## config.mk

```make
export PLATFORM = sky130hd
export DESIGN_NAME = weighted_random_entry_select_flat
export DESIGN_NICKNAME = d
export VERILOG_FILES = /design/src/design/wres_pkg.sv /design/src/design/wres_in_if.sv /design/src/design/wres_out_if.sv /design/src/design/weighted_random_entry_select.sv /design/src/design/wres_seq.sv /design/src/design/wres_datapath.sv /design/src/flat_wrapper.sv
export SDC_FILE = /design/constraint.sdc
export NUM_CORES = 1
export LEC_CHECK = 0
export BUFFER_PORTS_ARGS = -buffer_cell sky130_fd_sc_hd__buf_4
export CORE_MARGIN = 1.5
export CORE_UTILIZATION = 40
export DETAILED_ROUTE_END_ITERATION = 6
export PLACE_DENSITY_LB_ADDON = 0.12
export SETUP_SLACK_MARGIN = 0.05
export SLEW_MARGIN = 20
export SYNTH_ARGS = -nofsm -noshare
export SYNTH_HDL_FRONTEND = slang
export SYNTH_SLANG_ARGS = --single-unit
```

## constraint.sdc

```tcl
create_clock -name clk -period 16.97 [get_ports clk]
set_input_delay 2.5455 -clock clk [delete_from_list [all_inputs] [get_ports clk]]
set_output_delay 2.5455 -clock clk [all_outputs]
set_load 0.05 [all_outputs]
```

## src/design/wres_pkg.sv

```systemverilog
// Package for the weighted random entry select block: sizes, codes, microcode ROM.
// No dependencies; every other design file imports it.
package wres_pkg;

    localparam int NUM_SLOTS   = 16;
    localparam int WEIGHT_BITS = 8;

    localparam int IDENT_W  = 24;
    localparam int CLASS_W  = 3;
    localparam int INDEX_W  = 4;
    localparam int WIN_W    = 8;
    localparam int MASK_W   = 16;
    localparam int RND_W    = 31;

    localparam int SLOT_W     = (NUM_SLOTS > 1) ? $clog2(NUM_SLOTS) : 1;
    localparam int SUM_W      = WEIGHT_BITS + $clog2(NUM_SLOTS);
    localparam int DIV_STEPS  = (RND_W + 1) / 2;
    localparam int DIVIDEND_W = 2 * DIV_STEPS;
    localparam int DIV_CNT_W  = (DIV_STEPS > 1) ? $clog2(DIV_STEPS) : 1;
    localparam int PC_W       = 3;

    localparam logic KIND_WRITE  = 1'b0;
    localparam logic KIND_SELECT = 1'b1;

    localparam logic [CLASS_W-1:0] CLS_DAY        = 3'd1;
    localparam logic [CLASS_W-1:0] CLS_NIGHT      = 3'd2;
    localparam logic [CLASS_W-1:0] CLS_DAY_ONLY   = 3'd3;
    localparam logic [CLASS_W-1:0] CLS_NIGHT_ONLY = 3'd4;

    typedef enum logic [2:0] {
        OP_IDLE,
        OP_SUM_INIT,
        OP_ACC,
        OP_DIV_INIT,
        OP_DIV,
        OP_WALK_INIT,
        OP_WALK,
        OP_EMIT
    } op_t;

    typedef enum logic [2:0] {
        CND_NEVER,
        CND_NO_START,
        CND_SUM_MORE,
        CND_TOTAL_ZERO,
        CND_DIV_MORE,
        CND_WALK_MORE,
        CND_OUT_BUSY
    } cond_t;

    typedef logic [PC_W-1:0] pc_t;

    localparam pc_t PC_IDLE      = 3'd0;
    localparam pc_t PC_SUM_INIT  = 3'd1;
    localparam pc_t PC_SUM       = 3'd2;
    localparam pc_t PC_CHECK     = 3'd3;
    localparam pc_t PC_DIV       = 3'd4;
    localparam pc_t PC_WALK_INIT = 3'd5;
    localparam pc_t PC_WALK      = 3'd6;
    localparam pc_t PC_EMIT      = 3'd7;

    typedef struct packed {
        op_t   op;
        cond_t cond;
        pc_t   jump_pc;
        pc_t   next_pc;
    } uword_t;

    typedef struct packed {
        logic start;
        logic sum_more;
        logic total_zero;
        logic div_more;
        logic walk_more;
        logic out_busy;
    } status_t;

    function automatic uword_t ucode_rom(pc_t pc);
        uword_t w;
        unique case (pc)
            PC_IDLE:      w = '{OP_IDLE,      CND_NO_START,   PC_IDLE,  PC_SUM_INIT};
            PC_SUM_INIT:  w = '{OP_SUM_INIT,  CND_NEVER,      PC_IDLE,  PC_SUM};
            PC_SUM:       w = '{OP_ACC,       CND_SUM_MORE,   PC_SUM,   PC_CHECK};
            PC_CHECK:     w = '{OP_DIV_INIT,  CND_TOTAL_ZERO, PC_EMIT,  PC_DIV};
            PC_DIV:       w = '{OP_DIV,       CND_DIV_MORE,   PC_DIV,   PC_WALK_INIT};
            PC_WALK_INIT: w = '{OP_WALK_INIT, CND_NEVER,      PC_IDLE,  PC_WALK};
            PC_WALK:      w = '{OP_WALK,      CND_WALK_MORE,  PC_WALK,  PC_EMIT};
            PC_EMIT:      w = '{OP_EMIT,      CND_OUT_BUSY,   PC_EMIT,  PC_IDLE};
        endcase
        return w;
    endfunction

    function automatic logic time_allowed(logic [CLASS_W-1:0] cls, logic day);
        logic ok;
        if (day)
        begin
            ok = !(cls == CLS_NIGHT || cls == CLS_NIGHT_ONLY);
        end
        else
        begin
            ok = !(cls == CLS_DAY || cls == CLS_DAY_ONLY);
        end
        return ok;
    endfunction

endpackage

```

## src/design/wres_in_if.sv

```systemverilog
// Request channel: valid/ready handshake plus write and select fields.
// Depends on wres_pkg.
interface wres_in_if
    import wres_pkg::*;
();
    logic                 valid;
    logic                 ready;
    logic                 kind;
    logic [INDEX_W-1:0]   entry_index;
    logic                 entry_valid;
    logic [IDENT_W-1:0]   entry_ident;
    logic [WIN_W-1:0]     entry_weight;
    logic [CLASS_W-1:0]   entry_time_class;
    logic                 is_daytime;
    logic [MASK_W-1:0]    at_limit_mask;
    logic [RND_W-1:0]     random_value;

    modport source (
        output valid, kind, entry_index, entry_valid, entry_ident, entry_weight,
               entry_time_class, is_daytime, at_limit_mask, random_value,
        input  ready
    );
    modport sink (
        input  valid, kind, entry_index, entry_valid, entry_ident, entry_weight,
               entry_time_class, is_daytime, at_limit_mask, random_value,
        output ready
    );
endinterface

```

## src/design/wres_out_if.sv

```systemverilog
// Result channel: valid/ready handshake plus the selection result.
// Depends on wres_pkg.
interface wres_out_if
    import wres_pkg::*;
();
    logic                 valid;
    logic                 ready;
    logic                 found;
    logic [IDENT_W-1:0]   chosen_ident;
    logic [CLASS_W-1:0]   chosen_time_class;

    modport source (
        output valid, found, chosen_ident, chosen_time_class,
        input  ready
    );
    modport sink (
        input  valid, found, chosen_ident, chosen_time_class,
        output ready
    );
endinterface

```

## src/design/weighted_random_entry_select.sv

```systemverilog
// Weighted random entry select, top level: microcode sequencer plus datapath.
// Write requests update the slot table on accept; a select request runs the sum pass,
// a radix-4 remainder and the walk (up to NUM_SLOTS slots); when nothing is eligible
// it goes straight to the emit step, which waits on an unread result; one select in flight.
// Reset: sequencer idle, all slots invalid, no result pending.
// Depends on wres_pkg, wres_in_if, wres_out_if, wres_seq, wres_datapath.
module weighted_random_entry_select
    import wres_pkg::*;
(
    input  logic       clk,
    input  logic       rst_n,
    wres_in_if.sink    req,
    wres_out_if.source rsp
);

    op_t     op;
    pc_t     pc;
    status_t status;

    wres_seq u_seq (
        .clk    (clk),
        .rst_n  (rst_n),
        .status (status),
        .op     (op),
        .pc     (pc)
    );

    wres_datapath u_dp (
        .clk    (clk),
        .rst_n  (rst_n),
        .op     (op),
        .idle   (pc == PC_IDLE),
        .status (status),
        .req    (req),
        .rsp    (rsp)
    );

endmodule

```

## src/design/wres_seq.sv

```systemverilog
// Microcode sequencer: step counter, control ROM lookup and conditional jumps.
// Depends on wres_pkg (ROM contents, op and condition codes).
module wres_seq
    import wres_pkg::*;
(
    input  logic    clk,
    input  logic    rst_n,
    input  status_t status,
    output op_t     op,
    output pc_t     pc
);

    pc_t    pc_reg;
    pc_t    pc_next;
    uword_t uw;
    logic   take;

    assign uw = ucode_rom(pc_reg);
    assign op = uw.op;
    assign pc = pc_reg;

    always_comb
    begin
        unique case (uw.cond)
            CND_NEVER:      take = 1'b0;
            CND_NO_START:   take = !status.start;
            CND_SUM_MORE:   take = status.sum_more;
            CND_TOTAL_ZERO: take = status.total_zero;
            CND_DIV_MORE:   take = status.div_more;
            CND_WALK_MORE:  take = status.walk_more;
            CND_OUT_BUSY:   take = status.out_busy;
            default:        take = 1'b0;
        endcase
        pc_next = take ? uw.jump_pc : uw.next_pc;
    end

    always_ff @(posedge clk or negedge rst_n)
    begin
        if (!rst_n)
        begin
            pc_reg <= PC_IDLE;
        end
        else
        begin
            pc_reg <= pc_next;
        end
    end

endmodule

```

## src/design/wres_datapath.sv

```systemverilog
// Datapath: slot table, weight accumulator, radix-4 remainder unit, walk and result register.
// Depends on wres_pkg, wres_in_if and wres_out_if; driven by wres_seq.
module wres_datapath
    import wres_pkg::*;
(
    input  logic      clk,
    input  logic      rst_n,
    input  op_t       op,
    input  logic      idle,
    output status_t   status,
    wres_in_if.sink   req,
    wres_out_if.source rsp
);

    localparam logic [SLOT_W-1:0]    SLOT_LAST = SLOT_W'(NUM_SLOTS - 1);
    localparam logic [DIV_CNT_W-1:0] DIV_LAST  = DIV_CNT_W'(DIV_STEPS - 1);

    logic                   slot_valid_reg [NUM_SLOTS];
    logic [IDENT_W-1:0]     slot_ident_reg [NUM_SLOTS];
    logic [WEIGHT_BITS-1:0] slot_weight_reg [NUM_SLOTS];
    logic [CLASS_W-1:0]     slot_class_reg [NUM_SLOTS];

    logic                   day_reg;
    logic [MASK_W-1:0]      mask_reg;
    logic [RND_W-1:0]       rnd_reg;
    logic [SLOT_W-1:0]      ptr_reg;
    logic [SUM_W-1:0]       total_reg;
    logic [SUM_W-1:0]       rem_reg;
    logic [SUM_W-1:0]       roll_reg;
    logic [DIVIDEND_W-1:0]  dividend_reg;
    logic [DIV_CNT_W-1:0]   cnt_reg;
    logic                   found_reg;
    logic [IDENT_W-1:0]     chosen_ident_reg;
    logic [CLASS_W-1:0]     chosen_class_reg;
    logic                   out_valid_reg;
    logic                   out_found_reg;
    logic [IDENT_W-1:0]     out_ident_reg;
    logic [CLASS_W-1:0]     out_class_reg;

    logic                   accept;
    logic                   wr_en;
    logic [SLOT_W-1:0]      wr_slot;
    logic [MASK_W-1:0]      mask_shift;
    logic                   elig;
    logic [SUM_W-1:0]       cur_weight;
    logic                   hit;
    logic                   out_busy;
    logic [SUM_W:0]         t1;
    logic [SUM_W:0]         t2;
    logic [SUM_W-1:0]       r1;
    logic [SUM_W-1:0]       r2;

    assign req.ready = idle;
    assign accept    = req.valid && req.ready;
    assign wr_en     = accept && (req.kind == KIND_WRITE)
                       && (32'(req.entry_index) < NUM_SLOTS);
    assign wr_slot   = SLOT_W'(req.entry_index);

    assign mask_shift = mask_reg >> ptr_reg;
    assign cur_weight = SUM_W'(slot_weight_reg[ptr_reg]);
    assign elig = slot_valid_reg[ptr_reg]
                  && (slot_weight_reg[ptr_reg] != '0)
                  && (slot_ident_reg[ptr_reg] != '0)
                  && !mask_shift[0]
                  && time_allowed(slot_class_reg[ptr_reg], day_reg);
    assign hit = elig && (roll_reg < cur_weight);

    assign out_busy = out_valid_reg && !rsp.ready;

    // two restoring division steps per cycle
    always_comb
    begin
        t1 = {rem_reg, dividend_reg[DIVIDEND_W-1]};
        r1 = (t1 >= {1'b0, total_reg}) ? SUM_W'(t1 - {1'b0, total_reg}) : SUM_W'(t1);
        t2 = {r1, dividend_reg[DIVIDEND_W-2]};
        r2 = (t2 >= {1'b0, total_reg}) ? SUM_W'(t2 - {1'b0, total_reg}) : SUM_W'(t2);
    end

    always_comb
    begin
        status.start      = accept && (req.kind == KIND_SELECT);
        status.sum_more   = ptr_reg != SLOT_LAST;
        status.total_zero = total_reg == '0;
        status.div_more   = cnt_reg != DIV_LAST;
        status.walk_more  = (ptr_reg != SLOT_LAST) && !hit;
        status.out_busy   = out_busy;
    end

    always_ff @(posedge clk or negedge rst_n)
    begin
        if (!rst_n)
        begin
            for (int i = 0; i < NUM_SLOTS; i++)
            begin
                slot_valid_reg[i] <= 1'b0;
            end
        end
        else if (wr_en)
        begin
            slot_valid_reg[wr_slot] <= req.entry_valid;
        end
    end

    always_ff @(posedge clk)
    begin
        if (wr_en)
        begin
            slot_ident_reg[wr_slot]  <= req.entry_ident;
            slot_weight_reg[wr_slot] <= WEIGHT_BITS'(req.entry_weight);
            slot_class_reg[wr_slot]  <= req.entry_time_class;
        end
        if (status.start)
        begin
            day_reg  <= req.is_daytime;
            mask_reg <= req.at_limit_mask;
            rnd_reg  <= req.random_value;
        end
        unique case (op)
            OP_IDLE:
            begin
            end
            OP_SUM_INIT:
            begin
                ptr_reg          <= '0;
                total_reg        <= '0;
                found_reg        <= 1'b0;
                chosen_ident_reg <= '0;
                chosen_class_reg <= '0;
            end
            OP_ACC:
            begin
                if (elig)
                begin
                    total_reg <= total_reg + cur_weight;
                end
                ptr_reg <= ptr_reg + 1'b1;
            end
            OP_DIV_INIT:
            begin
                rem_reg      <= '0;
                cnt_reg      <= '0;
                dividend_reg <= DIVIDEND_W'(rnd_reg);
            end
            OP_DIV:
            begin
                rem_reg      <= r2;
                dividend_reg <= dividend_reg << 2;
                cnt_reg      <= cnt_reg + 1'b1;
            end
            OP_WALK_INIT:
            begin
                ptr_reg  <= '0;
                roll_reg <= rem_reg;
            end
            OP_WALK:
            begin
                if (hit)
                begin
                    found_reg        <= 1'b1;
                    chosen_ident_reg <= slot_ident_reg[ptr_reg];
                    chosen_class_reg <= slot_class_reg[ptr_reg];
                end
                else if (elig)
                begin
                    roll_reg <= roll_reg - cur_weight;
                end
                ptr_reg <= ptr_reg + 1'b1;
            end
            OP_EMIT:
            begin
                if (!out_busy)
                begin
                    out_found_reg <= found_reg;
                    out_ident_reg <= chosen_ident_reg;
                    out_class_reg <= chosen_class_reg;
                end
            end
        endcase
    end

    always_ff @(posedge clk or negedge rst_n)
    begin
        if (!rst_n)
        begin
            out_valid_reg <= 1'b0;
        end
        else if (op == OP_EMIT && !out_busy)
        begin
            out_valid_reg <= 1'b1;
        end
        else if (rsp.ready)
        begin
            out_valid_reg <= 1'b0;
        end
    end

    assign rsp.valid             = out_valid_reg;
    assign rsp.found             = out_found_reg;
    assign rsp.chosen_ident      = out_ident_reg;
    assign rsp.chosen_time_class = out_class_reg;

`ifndef SYNTHESIS
    a_emit_sets_valid: assert property (@(posedge clk) disable iff (!rst_n)
        (op == OP_EMIT && !out_busy) |=> out_valid_reg)
        else $error("result not presented after emit step");

    a_found_ident: assert property (@(posedge clk) disable iff (!rst_n)
        (rsp.valid && rsp.found) |-> (rsp.chosen_ident != '0))
        else $error("found result with zero identifier");

    a_miss_zero: assert property (@(posedge clk) disable iff (!rst_n)
        (rsp.valid && !rsp.found) |-> (rsp.chosen_ident == '0 && rsp.chosen_time_class == '0))
        else $error("not-found result carries nonzero fields");

    a_roll_bound: assert property (@(posedge clk) disable iff (!rst_n)
        (op == OP_WALK) |-> (roll_reg < total_reg))
        else $error("roll out of range during walk");
`endif

endmodule
```

## src/flat_wrapper.sv

```systemverilog
// flat-port wrapper written by rule: the top's interface ports become plain ports
module weighted_random_entry_select_flat import wres_pkg::*;
  (clk, rst_n, req_valid, req_kind, req_entry_index, req_entry_valid, req_entry_ident, req_entry_weight, req_entry_time_class, req_is_daytime, req_at_limit_mask, req_random_value, req_ready, rsp_valid, rsp_found, rsp_chosen_ident, rsp_chosen_time_class, rsp_ready);
  wres_in_if req_i ();
  wres_out_if rsp_i ();
  input  logic clk;
  input  logic rst_n;
  input wire logic [$bits(req_i.valid)-1:0] req_valid;
  input wire logic [$bits(req_i.kind)-1:0] req_kind;
  input wire logic [$bits(req_i.entry_index)-1:0] req_entry_index;
  input wire logic [$bits(req_i.entry_valid)-1:0] req_entry_valid;
  input wire logic [$bits(req_i.entry_ident)-1:0] req_entry_ident;
  input wire logic [$bits(req_i.entry_weight)-1:0] req_entry_weight;
  input wire logic [$bits(req_i.entry_time_class)-1:0] req_entry_time_class;
  input wire logic [$bits(req_i.is_daytime)-1:0] req_is_daytime;
  input wire logic [$bits(req_i.at_limit_mask)-1:0] req_at_limit_mask;
  input wire logic [$bits(req_i.random_value)-1:0] req_random_value;
  output wire logic [$bits(req_i.ready)-1:0] req_ready;
  output wire logic [$bits(rsp_i.valid)-1:0] rsp_valid;
  output wire logic [$bits(rsp_i.found)-1:0] rsp_found;
  output wire logic [$bits(rsp_i.chosen_ident)-1:0] rsp_chosen_ident;
  output wire logic [$bits(rsp_i.chosen_time_class)-1:0] rsp_chosen_time_class;
  input wire logic [$bits(rsp_i.ready)-1:0] rsp_ready;
  assign req_i.valid = req_valid;
  assign req_i.kind = req_kind;
  assign req_i.entry_index = req_entry_index;
  assign req_i.entry_valid = req_entry_valid;
  assign req_i.entry_ident = req_entry_ident;
  assign req_i.entry_weight = req_entry_weight;
  assign req_i.entry_time_class = req_entry_time_class;
  assign req_i.is_daytime = req_is_daytime;
  assign req_i.at_limit_mask = req_at_limit_mask;
  assign req_i.random_value = req_random_value;
  assign req_ready = req_i.ready;
  assign rsp_valid = rsp_i.valid;
  assign rsp_found = rsp_i.found;
  assign rsp_chosen_ident = rsp_i.chosen_ident;
  assign rsp_chosen_time_class = rsp_i.chosen_time_class;
  assign rsp_i.ready = rsp_ready;
  weighted_random_entry_select u_core (.clk(clk), .rst_n(rst_n), .req(req_i), .rsp(rsp_i));
endmodule
```

# Word level (Yosys, flattened, before mapping)
# Memory sizes are Yosys's and may differ from the RTL's. A register that Yosys moved wholly into a read port is not among the register bits.
# Cells that the tools add are included.
dict set report op_classes {
  bitwise_logic 4
  eq_ne 23
  order_cmp 6
  n_reduce_logical 37
  n_shift 1
  mux 33
  addsub 6
}
# op count
set ops {}
lappend ops {{$pmux W12 S2} 3}
lappend ops {{$pmux W32 S2} 1}
lappend ops {{$mux W12} 5}
lappend ops {{$pmux W24 S2} 1}
lappend ops {{$ge A13 B12 Y1} 2}
lappend ops {{$eq A3 B3 Y1 const B} 8}
lappend ops {{$mux W24} 1}
lappend ops {{$reduce_bool A24 Y1} 1}
lappend ops {{$sub A12 B12 Y12} 2}
lappend ops {{$eq A3 B2 Y1 const B} 6}
lappend ops {{$bwmux W16} 1}
lappend ops {{$pmux W4 S2} 2}
lappend ops {{$shr A16 B4 Y1} 1}
lappend ops {{$add A12 B8 Y12} 1}
lappend ops {{$logic_and A1 B1 Y1} 12}
lappend ops {{$logic_not A12 Y1} 1}
lappend ops {{$lt A12 B8 Y1} 1}
lappend ops {{$mux W4} 3}
lappend ops {{$reduce_bool A2 Y1} 6}
lappend ops {{$sub A12 B8 Y12} 1}
lappend ops {{$ge A5 B5 Y1 const B} 2}
lappend ops {{$not A4 Y5} 2}
lappend ops {{$eq A3 B1 Y1 const B} 3}
lappend ops {{$mux W1} 9}
lappend ops {{18 further kinds} 35}
dict set report totals {
  mem_bits_rw 560
  word_cells 147
  memories 4
  register_bits 200
  input_bits 93
  out_inout_bits 30
  romBits 96
}
# name words width read_ports rd_ports_with_merged_regs write_ports line_no
set mem_list {}
lappend mem_list {u_core.u_dp.slot_ident_reg 16 24 1 1 1 wres_datapath.sv:19} ;# logic [IDENT_W-1:0] slot_ident_reg [NUM_SLOTS];
lappend mem_list {u_core.u_dp.slot_weight_reg 16 8 1 1 1 wres_datapath.sv:20} ;# logic [WEIGHT_BITS-1:0] slot_weight_reg [NUM_SLOTS];
lappend mem_list {{(no name shown)} 8 12 1 0 0 wres_pkg.sv:80} ;# unique case (pc)
lappend mem_list {u_core.u_dp.slot_class_reg 16 3 1 1 1 wres_datapath.sv:21} ;# logic [CLASS_W-1:0] slot_class_reg [NUM_SLOTS];

# Longest topological paths before layout
# Gate-level depths: netlist (run 1).
dict set report logic_depth {
  ltp_word 13
  mapped_depth 22
}

# Hierarchy
# Synthesis (run 1) repeated with hierarchy kept, for this count alone.
dict set report hier_totals {
  cells_unflattened 1697
  area_unflattened_um2 31048.5
}
# mod seq_area_each_um2 cells_per_inst area_per_inst_um2 n_inst
set by_module_without_submodules {}
lappend by_module_without_submodules {wres_datapath 22726.8 1668 30729.5 1}
lappend by_module_without_submodules {wres_seq 75.1 28 309.0 1}
lappend by_module_without_submodules {weighted_random_entry_select 0.0 1 10.0 1}

# Worst setup path before layout (run 1)
# OpenSTA, ideal clock, no wires.
dict set report synth_timing {
  kind {input port to flip-flop}
  startpoint {input req_valid}
  endpoint {register u_core.u_dp.slot_valid_reg[14] in the netlist's numbering}
  arrival_ps 5894
  setup_ps 125
  t_required_ps 16845
  setup_slack_ps 10950
  n_path_buf 0
  path_stages 5
  path_cell_list {nand2_1 -> nor3_1 -> nand2_1 -> nor3_1 -> mux2_2}
}
dict set report synth_between {
  elab_chain_len 2
}
# item line_no
set synth_rtl {}
lappend synth_rtl {{from (decl)} flat_wrapper.sv:8} ;# input wire logic [$bits(req_i.valid)-1:0] req_valid;
lappend synth_rtl {{$logic_and A1 B1 Y1} wres_datapath.sv:54} ;# assign accept = req.valid && req.ready;
lappend synth_rtl {{$logic_and A1 B1 Y1} wres_datapath.sv:55} ;# assign wr_en = accept && (req.kind == KIND_WRITE)
lappend synth_rtl {{to (signal, indexed assignment)} wres_datapath.sv:100} ;# slot_valid_reg[wr_slot] <= req.entry_valid;
lappend synth_rtl {{to (decl)} wres_datapath.sv:18} ;# logic slot_valid_reg [NUM_SLOTS];
# No other way between the ends.
# A chain may end at the register's enable or synchronous reset.

# Worst setup path after layout (run 1)
dict set report layout_timing {
  startpoint {register u_core.u_dp.total_reg[1]}
  endpoint {register u_core.u_dp.rem_reg[2] (data pin)}
}
dict set report layout_between {
  elab_chain_len 5
  elab_cells_between_ends 7
}
# item line_no
set layout_rtl {}
lappend layout_rtl {{from (decl)} wres_datapath.sv:27} ;# logic [SUM_W-1:0] total_reg;
lappend layout_rtl {{from (signal assigned)} wres_datapath.sv:134} ;# total_reg <= total_reg + cur_weight;
lappend layout_rtl {{$sub A12 B12 Y12 / $ge A13 B12 Y1 (equally long branches)} wres_datapath.sv:74} ;# r1 = (t1 >= {1'b0, total_reg}) ? SUM_W'(t1 - {1'b0, total_reg}) : SUM_W'(t1);
lappend layout_rtl {{$mux W12} wres_datapath.sv:74}
lappend layout_rtl {{$sub A12 B12 Y12 / $ge A13 B12 Y1 (equally long branches)} wres_datapath.sv:76} ;# r2 = (t2 >= {1'b0, total_reg}) ? SUM_W'(t2 - {1'b0, total_reg}) : SUM_W'(t2);
lappend layout_rtl {{$mux W12 *} wres_datapath.sv:76}
lappend layout_rtl {{$pmux W12 S2 *} wres_datapath.sv:118} ;# unique case (op)
lappend layout_rtl {{to (signal assigned)} wres_datapath.sv:146} ;# rem_reg <= r2;
lappend layout_rtl {{to (decl)} wres_datapath.sv:28} ;# logic [SUM_W-1:0] rem_reg;
# Mark *: on every way between the ends. The rest lies on a longest branch, timed or not.

==> load_flow_metrics.sql, run 1 <==
INSERT INTO impl_metrics (metric_group, metric, value, unit) VALUES
('outcome', 'run_status', 'completed', ''),
('layout', 'number_of_flip_flops_in_the_largest_register', '384', ''),
('job', 'cap_violations', '0', ''),
('critical_path', 'reg2reg_to', 'u_core.u_dp.rem_reg[2]', ''),
('routing', 'dr_total_vias', '16590', ''),
('global_routing', 'grt_start_max_net_pins', '88', ''),
('clock_network', 'worstSkewPairLatency', '0.63', 'ns'),
('timing', 'fin_crit_sh', '37.84', '%'),
('timing', 'slew_violations', '0', ''),
('timing', 'final.setup_skew', '0.02876', 'ns'),
('global_routing', 'global_route.usage.met1', '27.06', '%'),
('timing', 'setup_repair_after_global_routing_missed_its_margin', 'false', ''),
('global_routing', 'grt_pass1_vias', '17000', ''),
('global_routing', 'grt_pass1_wl', '113.0', 'mm'),
('global_routing', 'global_route.usage.met3', '4.064', '%'),
('global_routing', 'grt_most_used_layer', 'met2', ''),
('critical_path', 'worst-r2r-setup-slack', '10.55', 'ns'),
('synthesis', 'async_reset_ff_share', '2.618', '%'),
('clock_network', 'cts_made_buffers', '84', ''),
('timing', 'final_hold_viol_count', '0', ''),
('die', 'design.die.area', '79670', 'um^2'),
('critical_path', 'worst_r2r_path_depth', '20', ''),
('critical_path', 'reg2reg_from', 'u_core.u_dp.total_reg[1]', ''),
('critical_path', 'cp_data_arrival_time', '6.78', 'ns'),
('synthesis', 'synth_enable_flop_cells', '740', ''),
('synthesis', 'post_synth_instance_area', '31200', 'um^2'),
('clock_network', 'cts.repair_timing.setup_buffer_count', '0', ''),
('die', 'initial_util', '40.34', '%'),
('die', 'core_area', '77340', 'um^2'),
('global_routing', 'grt_antenna_before_repair', '4', ''),
('die', 'num_rows', '102', ''),
('layout', 'post_route_cell_area', '36120', 'um^2'),
('global_routing', 'globalRouteTotalUtil', '19.53', '%'),
('timing', 'setup-tns-final', '0', 'ns'),
('synthesis', 'yosys_warnings', '0', ''),
('synthesis', 'yosysTopAreaCell', 'edfxtp_1', ''),
('critical_path', 'setup.worst_path.class', 'reg2reg', ''),
('synthesis', 'synth_ff_type', 'edfxtp_1', ''),
('synthesis', 'mappedNetlistNets', '1920', ''),
('layout', 'final_cell_mix', 'edfxtp_1 (740), nand2_1 (162), buf_4 (155)', ''),
('min_path', 'hold_path_cells', '0', ''),
('timing', 'tightest_slew', '1.014', 'ns'),
('critical_path', 'critPathLaunchType', 'flop', ''),
('routing', 'drc_violations_left', '0', ''),
('routing', 'drt_pass1_iterations', '5', ''),
('critical_path', 'kind_of_end_point_of_the_critical_path', 'flop', ''),
('timing', 'final_worst_path_period_need', '6.421', 'ns'),
('placement', 'placed_cell_area', '33440', 'um^2'),
('routing', 'drt_iter0_drc', '1225', ''),
('placement', 'io_buffers', '122', ''),
('synthesis', 'post_synth_main_area_contributors', 'edfxtp_1 (71%), mux4_2 (9.0%), nand2_1 (2.0%)', ''),
('layout', 'relative_area_change_from_synthesis_to_final_layout', '15.77', '%'),
('min_path', 'timing.hold.worst.class', 'reg2reg', ''),
('global_routing', 'globalRouteOverflowTotal', '0', ''),
('synthesis', 'synth.yosys.seq_area_share', '73.09', '%'),
('timing', 'fmax', '155.7', 'MHz'),
('clock_network', 'clk_path_buf_depth', '3', ''),
('synthesis', 'synth.avg_cell_area', '17.58', 'um^2'),
('synthesis', 'netlist_cell_types', '69', ''),
('critical_path', 'crit_path_max_fanout', '8', ''),
('placement', 'gpl.final_weighted_congestion', '0.8405', ''),
('synthesis', 'post-synth-top-area-fraction', '71.23', '%'),
('die', 'top_level_ports', '123', ''),
('pwr', 'total_leakage_power', '12.21', 'nW'),
('routing', 'drt-wirelength-per-cell', '25.15', 'um'),
('timing', 'maxSlewHeadroom', '32.43', '%'),
('layout', 'mostFrequentLayoutCell', 'edfxtp_1', ''),
('layout', 'drive_gt1_share', '22.42', '%'),
('pwr', 'vdd_drop_max', '0.00008539', 'V'),
('timing', 'finalSetupViolations', '0', ''),
('min_path', 'hp-start', 'u_core.u_dp.chosen_class_reg[0]', '');
power by group:
part	leakage [nW]	switching, mW	internal (mW)
clock network	1.29	0.733	1.02
registers	6.97	0.129	2.30
logic	3.95	1.40	0.918
total	12.2	2.26	4.24
worst max-delay path by stage:
stage	from	end	slack [ns]	depth (start not counted)
2_1_floorplan	req_valid	u_core.u_dp.slot_valid_reg[14]	10.95	5
3_3_place_gp	u_core.u_dp.total_reg[1]	u_core.u_dp.rem_reg[2]	10.78	20
3_5_place_dp	u_core.u_dp.total_reg[1]	u_core.u_dp.rem_reg[6]	10.66	20
4_1_cts	u_core.u_dp.total_reg[1]	u_core.u_dp.rem_reg[2]	10.62	20
5_1_grt	u_core.u_dp.total_reg[1]	u_core.u_dp.rem_reg[6]	9.99	20
6_report	u_core.u_dp.total_reg[1]	u_core.u_dp.rem_reg[2]	10.55	20
area by class of cell:
type	instances	area, um^2
clock inverter	44	404.1
antenna	1	2.502
multi-input combinational	868	7890
tap	1040	1301
inverter	69	259.0
clock buffer	106	2267
timing repair buffer	156	1184
sequential	764	22810
fill	6730	41220
cells in the mapped netlist (all sizes together), types with 11 or more instances:
cell type	n
dfrtp	20
mux4	124
ha	48
o21ai	44
a21oi	39
o211ai	14
and2	13
a22oi	40
nor4	11
a221oi	25
clkbuf	38
mux2i	46
nor2	67
buf	36
edfxtp	740
inv	68
nor2b	14
xnor2	17
nor3	17
mux2	14
nand2	164
metal layers:
layer  part of all wire (%)  vias to the layer above  wire, um
li1                       -                     7406         -
met1                     44                     8650     33770
met2                     48                      415     36850
met3                    5.9                      108      4500
met4                    2.0                        6      1496
met5                  0.047                        -        36
logic make-up after synthesis:
kind of cell    count (synthesis)  share of synthesized area (%)
flops                         764                          73.09
buf+inv                       143                          2.094
xor+xnor                       24                         0.6738
mux                           184                          10.93
compound gates                259                          5.872
simple gates                  349                          5.154
fa+ha+maj                      52                          2.182
per-stage QoR:
stage / hold slack [ns] / power (mW) / util (%) / cells
4_1_cts: 0.4121 / 6.580 / 46.70 / 3047
6_report: 0.4100 / 6.504 / 46.70 / 3048
5_1_grt: 0.4231 / 6.874 / 46.70 / 3048
3_3_place_gp: 0.4013 / 4.780 / 43.24 / 2897
3_5_place_dp: 0.4045 / 4.800 / 43.24 / 2897
2_1_floorplan: 0.4003 / 4.118 / - / 1775
critical path, stage by stage, from the launching register on:
cell and delay [ns]:
edfxtp_1 0.41, inv_1 0.24, ha_1 0.30, nor2b_1 0.13
o21ai_0 0.22, a21boi_0 0.20, or4b_2 0.66, a31oi_1 0.30
o21a_1 0.32, o21ai_1 0.29, a21boi_0 0.48, ha_1 0.32
nor2b_1 0.13, o21ai_0 0.17, a21boi_0 0.14, o21a_1 0.20
o21ai_0 0.25, a21oi_1 0.19, o311ai_0 0.57, nand3_1 0.34
o211a_1 0.29
Power figures use the tool's default switching activity.
==> run 2, diff against run 1 <==
ABC_AREA = 1   (was not set)
clock period = 6 ns   (was 16.97 ns; I/O delays follow)
==> load_flow_metrics.sql, run 2 <==
INSERT INTO impl_metrics (metric_group, metric, value, unit) VALUES
('job', 'cap_violations', '0', ''),
('pwr', 'cell_internal_power', '11.52', 'mW'),
('layout', 'final_stage_net_count', '3114', ''),
('global_routing', 'grt_start_max_net_pins', '190', ''),
('layout', 'drive_gt1_share', '10.34', '%'),
('routing', 'drt_iter0_drc', '1784', ''),
('timing', 'fmax', '197.8', 'MHz'),
('clock_network', 'clk_path_buf_depth', '3', ''),
('routing', 'antenna_left', '0', ''),
('synthesis', 'netlist_cell_types', '46', ''),
('synthesis', 'mappedNetlistNets', '3000', ''),
('die', 'design.die.area', '83110', 'um^2'),
('critical_path', 'crit_path_top_delay_cell', 'nand2_1', ''),
('die', 'initial_util', '40.42', '%'),
('layout', 'footprint_of_the_multi_input_gates', '8488', 'um^2'),
('pwr', 'vdd_drop_max', '0.0003697', 'V'),
('routing', 'routed_via_density', '5.157', ''),
('synthesis', 'synth.yosys.seq_area_share', '70.04', '%'),
('synthesis', 'synthTopCellsByCount', 'edfxtp_1 (740), nand2_1 (683), nor2_1 (340), nand3_1 (262), inv_1 (194)', ''),
('layout', 'mostFrequentLayoutCell', 'edfxtp_1', ''),
('die', 'top_level_ports', '123', ''),
('clock_network', 'cts_made_buffers', '83', ''),
('global_routing', 'globalRouteTotalUtil', '21.02', '%'),
('synthesis', 'ys_seq_elements', '764', ''),
('critical_path', 'worst_path_largest_cell_delay', '0.49', 'ns'),
('clock_network', 'worstSkewPairLatency', '0.64', 'ns'),
('critical_path', 'worst_r2r_path_depth', '20', ''),
('timing', 'tightest_slew', '1.120', 'ns'),
('global_routing', 'grt_antenna_before_repair', '4', ''),
('die', 'floorplan.die.width', '288.3', 'um'),
('routing', 'route.top_layer_used', 'met5', ''),
('timing', 'final.setup_skew', '0.02527', 'ns'),
('pwr', 'pwr-share-clk', '24.9', '%'),
('synthesis', 'post_synth_main_area_contributors', 'edfxtp_1 (68%), nand2_1 (7.9%), nand3_1 (4.0%)', ''),
('die', 'num_rows', '104', ''),
('routing', 'met3RoutedLength', '4.180', 'mm'),
('critical_path', 'critPathLaunchType', 'flop', ''),
('pwr', 'total_leakage_power', '13.97', 'nW'),
('layout', 'n_fill_cell', '7371', ''),
('global_routing', 'globalRouteOverflowTotal', '0', ''),
('clock_network', 'post_cts.resized_instances', '0', ''),
('synthesis', 'synth.avg_cell_area', '11.40', 'um^2'),
('die', 'core_area', '80550', 'um^2'),
('pwr', 'switching_power', '7.561', 'mW'),
('placement', 'placed_cells', '3944', ''),
('routing', 'wirelength', '87.59', 'mm'),
('clock_network', 'root_buffer', 'clkbuf_16', ''),
('timing', 'final_hold_viol_count', '0', ''),
('synthesis', 'synth_enable_flop_cells', '740', ''),
('layout', 'instances_no_fill', '4098', ''),
('min_path', 'timing.hold.worst.class', 'in2async', ''),
('placement', 'io_buffers', '122', ''),
('placement', 'placed_cell_area', '34650', 'um^2'),
('critical_path', 'critical_path.cell_chain', 'inv_1 -> ha_1 -> a21oi_1 -> o21ai_0 -> a221oi_1 -> nand3_2 -> inv_1 -> o21ai_0 -> ha_1 -> nand2_1 -> o21ai_1 -> a21oi_1 -> o21bai_1 -> nand2_1 -> nand2_1 -> a21oi_1 -> nand2_1 -> inv_1 -> o21ai_0 -> nor2_1', ''),
('timing', 'setup_repair_after_global_routing_missed_its_margin', 'false', ''),
('critical_path', 'cpLargestDelayFamily', 'compound AO/OA/AOI/OAI gates', ''),
('pwr', 'p_per_area', '513.4', 'nW/um^2'),
('routing', 'drc_violations_left', '0', ''),
('routing', 'routedLengthMet1', '38.91', 'mm'),
('timing', 'fin_crit_sh', '84.28', '%'),
('placement', 'gpl.final_weighted_congestion', '0.8786', ''),
('global_routing', 'grt_pass1_wl', '130.0', 'mm'),
('clock_network', 'cts.repair_timing.setup_buffer_count', '0', ''),
('critical_path', 'cell_with_the_most_instances_on_the_worst_path', 'nand2_1', ''),
('layout', 'final-seq-area', '22810', 'um^2'),
('synthesis', 'yosys_warnings', '0', ''),
('synthesis', 'post-synth-top-area-fraction', '68.26', '%'),
('critical_path', 'kind_of_end_point_of_the_critical_path', 'flop', ''),
('clock_network', 'cts_tree', 'built', ''),
('synthesis', 'async_reset_ff_share', '2.618', '%'),
('routing', 'dr_total_vias', '21130', ''),
('clock_network', 'postCtsHoldBufs', '0', ''),
('timing', 'maxSlewHeadroom', '25.16', '%'),
('synthesis', 'synth_ff_type', 'edfxtp_1', ''),
('timing', 'slew_violations', '0', ''),
('synthesis', 'synthCells', '2855', ''),
('pwr', 'power.switching_fraction', '39.64', '%'),
('critical_path', 'cp_data_arrival_time', '5.41', 'ns'),
('routing', 'met2RoutedLength', '42.74', 'mm'),
('pwr', 'power_frac_comb', '39.4', '%'),
('routing', 'drt_pass1_iterations', '5', ''),
('timing', 'final_worst_path_period_need', '5.057', 'ns'),
('layout', 'number_of_flip_flops_in_the_largest_register', '384', ''),
('layout', 'post_route_cell_area', '37150', 'um^2'),
('routing', 'drt-wirelength-per-cell', '21.37', 'um'),
('critical_path', 'setup.worst_path.class', 'reg2reg', ''),
('critical_path', 'path_depth', '20', ''),
('die', 'floorplan.die.height', '288.3', 'um'),
('synthesis', 'yosysTopAreaCell', 'edfxtp_1', ''),
('critical_path', 'critical_path_buf_inv_count', '3', ''),
('timing', 'setup-tns-final', '0', 'ns'),
('critical_path', 'worst-endpoint-required', '6.35', 'ns'),
('critical_path', 'crit_path_max_fanout', '20', ''),
('layout', 'antennaDiodeCount', '0', ''),
('timing', 'finalSetupViolations', '0', ''),
('synthesis', 'post_synth_instance_area', '32550', 'um^2'),
('layout', 'final_cell_mix', 'edfxtp_1 (740), nand2_1 (681), nor2_1 (323)', ''),
('pwr', 'power.share.sequential', '35.8', '%'),
('layout', 'relative_area_change_from_synthesis_to_final_layout', '14.13', '%'),
('clock_network', 'clkTransAtPathRegs', '0.06', 'ns'),
('synthesis', 'post-synth-top-count-cell', 'edfxtp_1', ''),
('outcome', 'run_status', 'completed', ''),
('clock_network', 'h_tree_depth', '3', ''),
('global_routing', 'grt_pass1_vias', '20270', ''),
('placement', 'hpwl_detailed', '48.07', 'mm'),
('clock_network', 'cts.sinks', '764', '');
[run 2: metrics by stage]
step	hold slack [ns]	util, %	setup WS, ns	total power [mW]
3_3_place_gp	0.4041	43.02	1.104	14.36
5_1_grt	0.1520	46.13	0.3281	20.35
2_1_floorplan	0.4003	-	1.025	12.27
4_1_cts	0.1196	46.12	0.9892	19.19
3_5_place_dp	0.4045	43.02	1.011	14.40
6_report	0.1471	46.13	0.9434	19.08
[run 2: kinds of logic (layout without fill, tap and decap cells)]
group	Yosys count	in the layout	share of synthesized area (%)
and+or+nand+nor	1322	1322	16.58
DFF	764	764	70.04
AOI/OAI and AO/OA	359	359	6.246
buffers and inverters	333	516	4.362
adders and majority gates	52	52	2.091
xor gates and xnor gates	25	25	0.6726
[run 2: cell type report]
class	count	area share (%)
Clock inverter	49	0.8520
Inverter	199	2.037
Tap cell	1060	3.570
Sequential cell	764	61.40
Timing Repair Buffer	163	3.428
Clock buffer	105	5.867
Multi-Input combinational cell	1758	22.85
[run 2: layer usage]
metal,vias to the layer above,track usage (%)
met5,-,0
met4,8,5.393
met3,131,2.820
met2,523,35.07
met1,10350,29.01
li1,10120,-
[run 2: path summary, 6_finish.rpt]
| path | to | from | slack [ns] |
|---|---|---|---|
| min | u_core.u_dp.slot_valid_reg[6] | rst_n | 0.15 |
| min reg2reg | u_core.u_dp.rsp.chosen_time_class[2] | u_core.u_dp.chosen_class_reg[2] | 0.42 |
| max | u_core.u_dp.rem_reg[10] | u_core.u_dp.total_reg[6] | 0.94 |
| max reg2reg | u_core.u_dp.rem_reg[10] | u_core.u_dp.total_reg[6] | 0.94 |
| min in group clk | u_core.u_dp.rsp.chosen_time_class[2] | u_core.u_dp.chosen_class_reg[2] | 0.42 |
| max in group asynchronous | u_core.u_dp.slot_valid_reg[10] | rst_n | 5.62 |
[run 2: power by group through the flow]
stage          logic, mW  registers (mW)  clock network, mW
6_report            7.51            6.82               4.75
5_1_grt             8.43            6.87               5.06
4_1_cts             7.51            6.82               4.86
3_5_place_dp        7.47            6.93                  0
3_3_place_gp        7.45            6.92                  0
2_1_floorplan       5.42            6.85                  0
==> run 3, diff against run 2 <==
clock period = 5.1 ns   (was 6 ns; I/O delays follow)
==> load_flow_metrics.sql, run 3 (same netlist as run 2, synthesis figures left out) <==
INSERT INTO impl_metrics (metric_group, metric, value, unit) VALUES
('routing', 'drt-wirelength-per-cell', '21.17', 'um'),
('critical_path', 'worst_path_largest_cell_delay', '0.43', 'ns'),
('critical_path', 'critPathLaunchType', 'flop', ''),
('placement', 'setup_ws_pre_cts', '0.3101', 'ns'),
('pwr', 'p_per_area', '609.1', 'nW/um^2'),
('critical_path', 'crit_path_top_delay_cell', 'edfxtp_1', ''),
('pwr', 'total_leakage_power', '14.17', 'nW'),
('timing', 'final_hold_viol_count', '0', ''),
('die', 'design.die.area', '83110', 'um^2'),
('critical_path', 'worst_setup_path_endpoint', 'u_core.u_dp.rem_reg[8]', ''),
('routing', 'drc_violations_left', '0', ''),
('clock_network', 'clk_path_buf_depth', '3', ''),
('critical_path', 'cp_data_arrival_time', '4.88', 'ns'),
('routing', 'routed_via_density', '5.155', ''),
('critical_path', 'critPathLaunch', 'u_core.u_dp.total_reg[6]', ''),
('routing', 'drt_pass1_iterations', '5', ''),
('clock_network', 'h_tree_depth', '3', ''),
('die', 'floorplan.die.height', '288.3', 'um'),
('placement', 'gpl.final_weighted_congestion', '0.8144', ''),
('timing', 'setup_repair_after_global_routing_missed_its_margin', 'false', ''),
('job', 'cap_violations', '0', ''),
('layout', 'mostFrequentLayoutCell', 'edfxtp_1', ''),
('layout', 'relative_area_change_from_synthesis_to_final_layout', '15.29', '%'),
('clock_network', 'worstSkewPairLatency', '0.64', 'ns'),
('critical_path', 'worst-endpoint-required', '5.47', 'ns'),
('critical_path', 'cell_with_the_most_instances_on_the_worst_path', 'a21oi_1', ''),
('critical_path', 'reg2reg_from', 'u_core.u_dp.total_reg[6]', ''),
('timing', 'final_worst_path_period_need', '4.504', 'ns'),
('routing', 'drt_iter0_drc', '1896', ''),
('timing', 'finalWorstSetupSlack', '0.5960', 'ns'),
('placement', 'io_buffers', '122', ''),
('placement', 'hpwl_detailed', '48.84', 'mm'),
('timing', 'final.hold.worst_slack', '0.3079', 'ns'),
('timing', 'finalSetupViolations', '0', ''),
('layout', 'number_of_flip_flops_in_the_largest_register', '384', ''),
('layout', 'drive_gt1_share', '10.91', '%'),
('critical_path', 'worst-r2r-setup-slack', '0.60', 'ns'),
('outcome', 'run_status', 'completed', ''),
('die', 'num_rows', '104', ''),
('routing', 'wirelength', '87.10', 'mm'),
('pwr', 'vdd_drop_max', '0.0003731', 'V'),
('clock_network', 'clkTransAtPathRegs', '0.06', 'ns'),
('global_routing', 'grt_pass1_vias', '20650', ''),
('layout', 'final_stage_net_count', '3137', ''),
('die', 'top_level_ports', '123', ''),
('layout', 'final_cell_mix', 'edfxtp_1 (740), nand2_1 (681), nor2_1 (323)', ''),
('pwr', 'pnr_total_power', '22.86', 'mW'),
('global_routing', 'grt_antenna_before_repair', '3', ''),
('global_routing', 'globalRouteOverflowTotal', '0', ''),
('critical_path', 'setup.worst_path.class', 'reg2reg', ''),
('global_routing', 'globalRouteTotalUtil', '21.07', '%'),
('die', 'floorplan.die.width', '288.3', 'um'),
('global_routing', 'grt_start_max_net_pins', '183', ''),
('timing', 'fin_crit_sh', '88.31', '%'),
('critical_path', 'kind_of_end_point_of_the_critical_path', 'flop', ''),
('critical_path', 'reg2reg_to', 'u_core.u_dp.rem_reg[8]', ''),
('clock_network', 'cts.sinks', '764', ''),
('critical_path', 'crit_path_max_fanout', '19', ''),
('layout', 'instances_no_fill', '4115', ''),
('timing', 'tightest_slew', '1.072', 'ns'),
('timing', 'setup-tns-final', '0', 'ns'),
('timing', 'fmax', '222.0', 'MHz'),
('min_path', 'timing.hold.worst.class', 'in2reg', ''),
('die', 'initial_util', '40.42', '%'),
('clock_network', 'root_buffer', 'clkbuf_16', ''),
('clock_network', 'cts_tree', 'built', ''),
('routing', 'antenna_left', '0', ''),
('placement', 'placed_cells', '3959', ''),
('critical_path', 'critical_path.cell_chain', 'inv_1 -> ha_1 -> a21oi_1 -> o21ai_0 -> a221oi_1 -> nand3_2 -> inv_1 -> buf_4 -> o21ai_0 -> ha_1 -> a21oi_1 -> o21ai_0 -> a21oi_1 -> o21bai_1 -> nand2_1 -> nand2_1 -> a21oi_1 -> nand2_1 -> buf_4 -> o21ai_0 -> a21oi_1', ''),
('critical_path', 'worst_r2r_path_depth', '21', ''),
('timing', 'final.setup_skew', '0.02472', 'ns'),
('routing', 'dr_total_vias', '21210', ''),
('timing', 'maxSlewHeadroom', '28.55', '%'),
('timing', 'slew_violations', '0', ''),
('die', 'core_area', '80550', 'um^2'),
('global_routing', 'grt_pass1_wl', '129.8', 'mm'),
('clock_network', 'cts_made_buffers', '84', '');
run 3: timing repair:
| action | CTS | global route |
|---|---|---|
| setup endpoints to repair | 0 | 26 |
| resized for setup | 0 | 2 |
| hold buffers | 1 | 0 |
| hold endpoints to repair | 20 | 0 |
| buffers inserted | 0 | 5 |
run 3: how the worst min path moves through the flow:
stage                                                start                          endpoint  cells past startpoint
after floorplan            u_core.u_dp.chosen_ident_reg[0]   u_core.u_dp.rsp.chosen_ident[0]                      0
after global placement    u_core.u_dp.chosen_ident_reg[19]  u_core.u_dp.rsp.chosen_ident[19]                      0
after detailed placement  u_core.u_dp.chosen_ident_reg[19]  u_core.u_dp.rsp.chosen_ident[19]                      0
after CTS                             req_random_value[16]           u_core.u_dp.rnd_reg[16]                      1
after global routing                  req_at_limit_mask[9]           u_core.u_dp.mask_reg[9]                      1
final                                 req_random_value[25]           u_core.u_dp.rnd_reg[25]                      1
run 3: area by class of cell:
| type | instances | area, um^2 |
|---|---|---|
| diodes | 2 | 5.005 |
| clock buffers | 111 | 2267 |
| clock inverters | 36 | 384.1 |
| fillers | 7275 | 43020 |
| inverters | 199 | 757.0 |
| multi-input cells | 1758 | 8492 |
| flip-flops and latches | 764 | 22810 |
| well taps | 1060 | 1326 |
| repair buffers | 185 | 1486 |
run 3: stage by stage:
step,instance area (um^2),util (%)
CTS,37440,46.49
global placement,34770,43.17
global route,37530,46.59
finish,37530,46.59
detailed placement,34780,43.18
floorplan,32550,-
run 3: routing by layer:
metal	global-route usage [%]	up-vias	share of wire, %	wire [um]
met3	3.096	130	4.7	4066
met4	5.366	2	2.1	1812
met5	0	-	0.015	13
li1	-	10160	-	-
met1	29.77	10380	45	39560
met2	34.20	542	48	41650
run 3: where the power goes:
group	leakage (nW)	switching, mW	internal [mW]
clock network	1.29	2.44	3.52
logic	5.87	5.97	2.91
registers	7.01	0.361	7.66
run 3: worst max-delay path, delay by kind of cell, from the launching register on:
family / cells / cell delay [ns]
buffers and inverters: 4 / 0.81
AO/OA/AOI/OAI: 11 / 1.74
flip-flops: 1 / 0.43
adder cells (fa/ha/maj): 2 / 0.76
AND/OR/NAND/NOR: 4 / 0.50
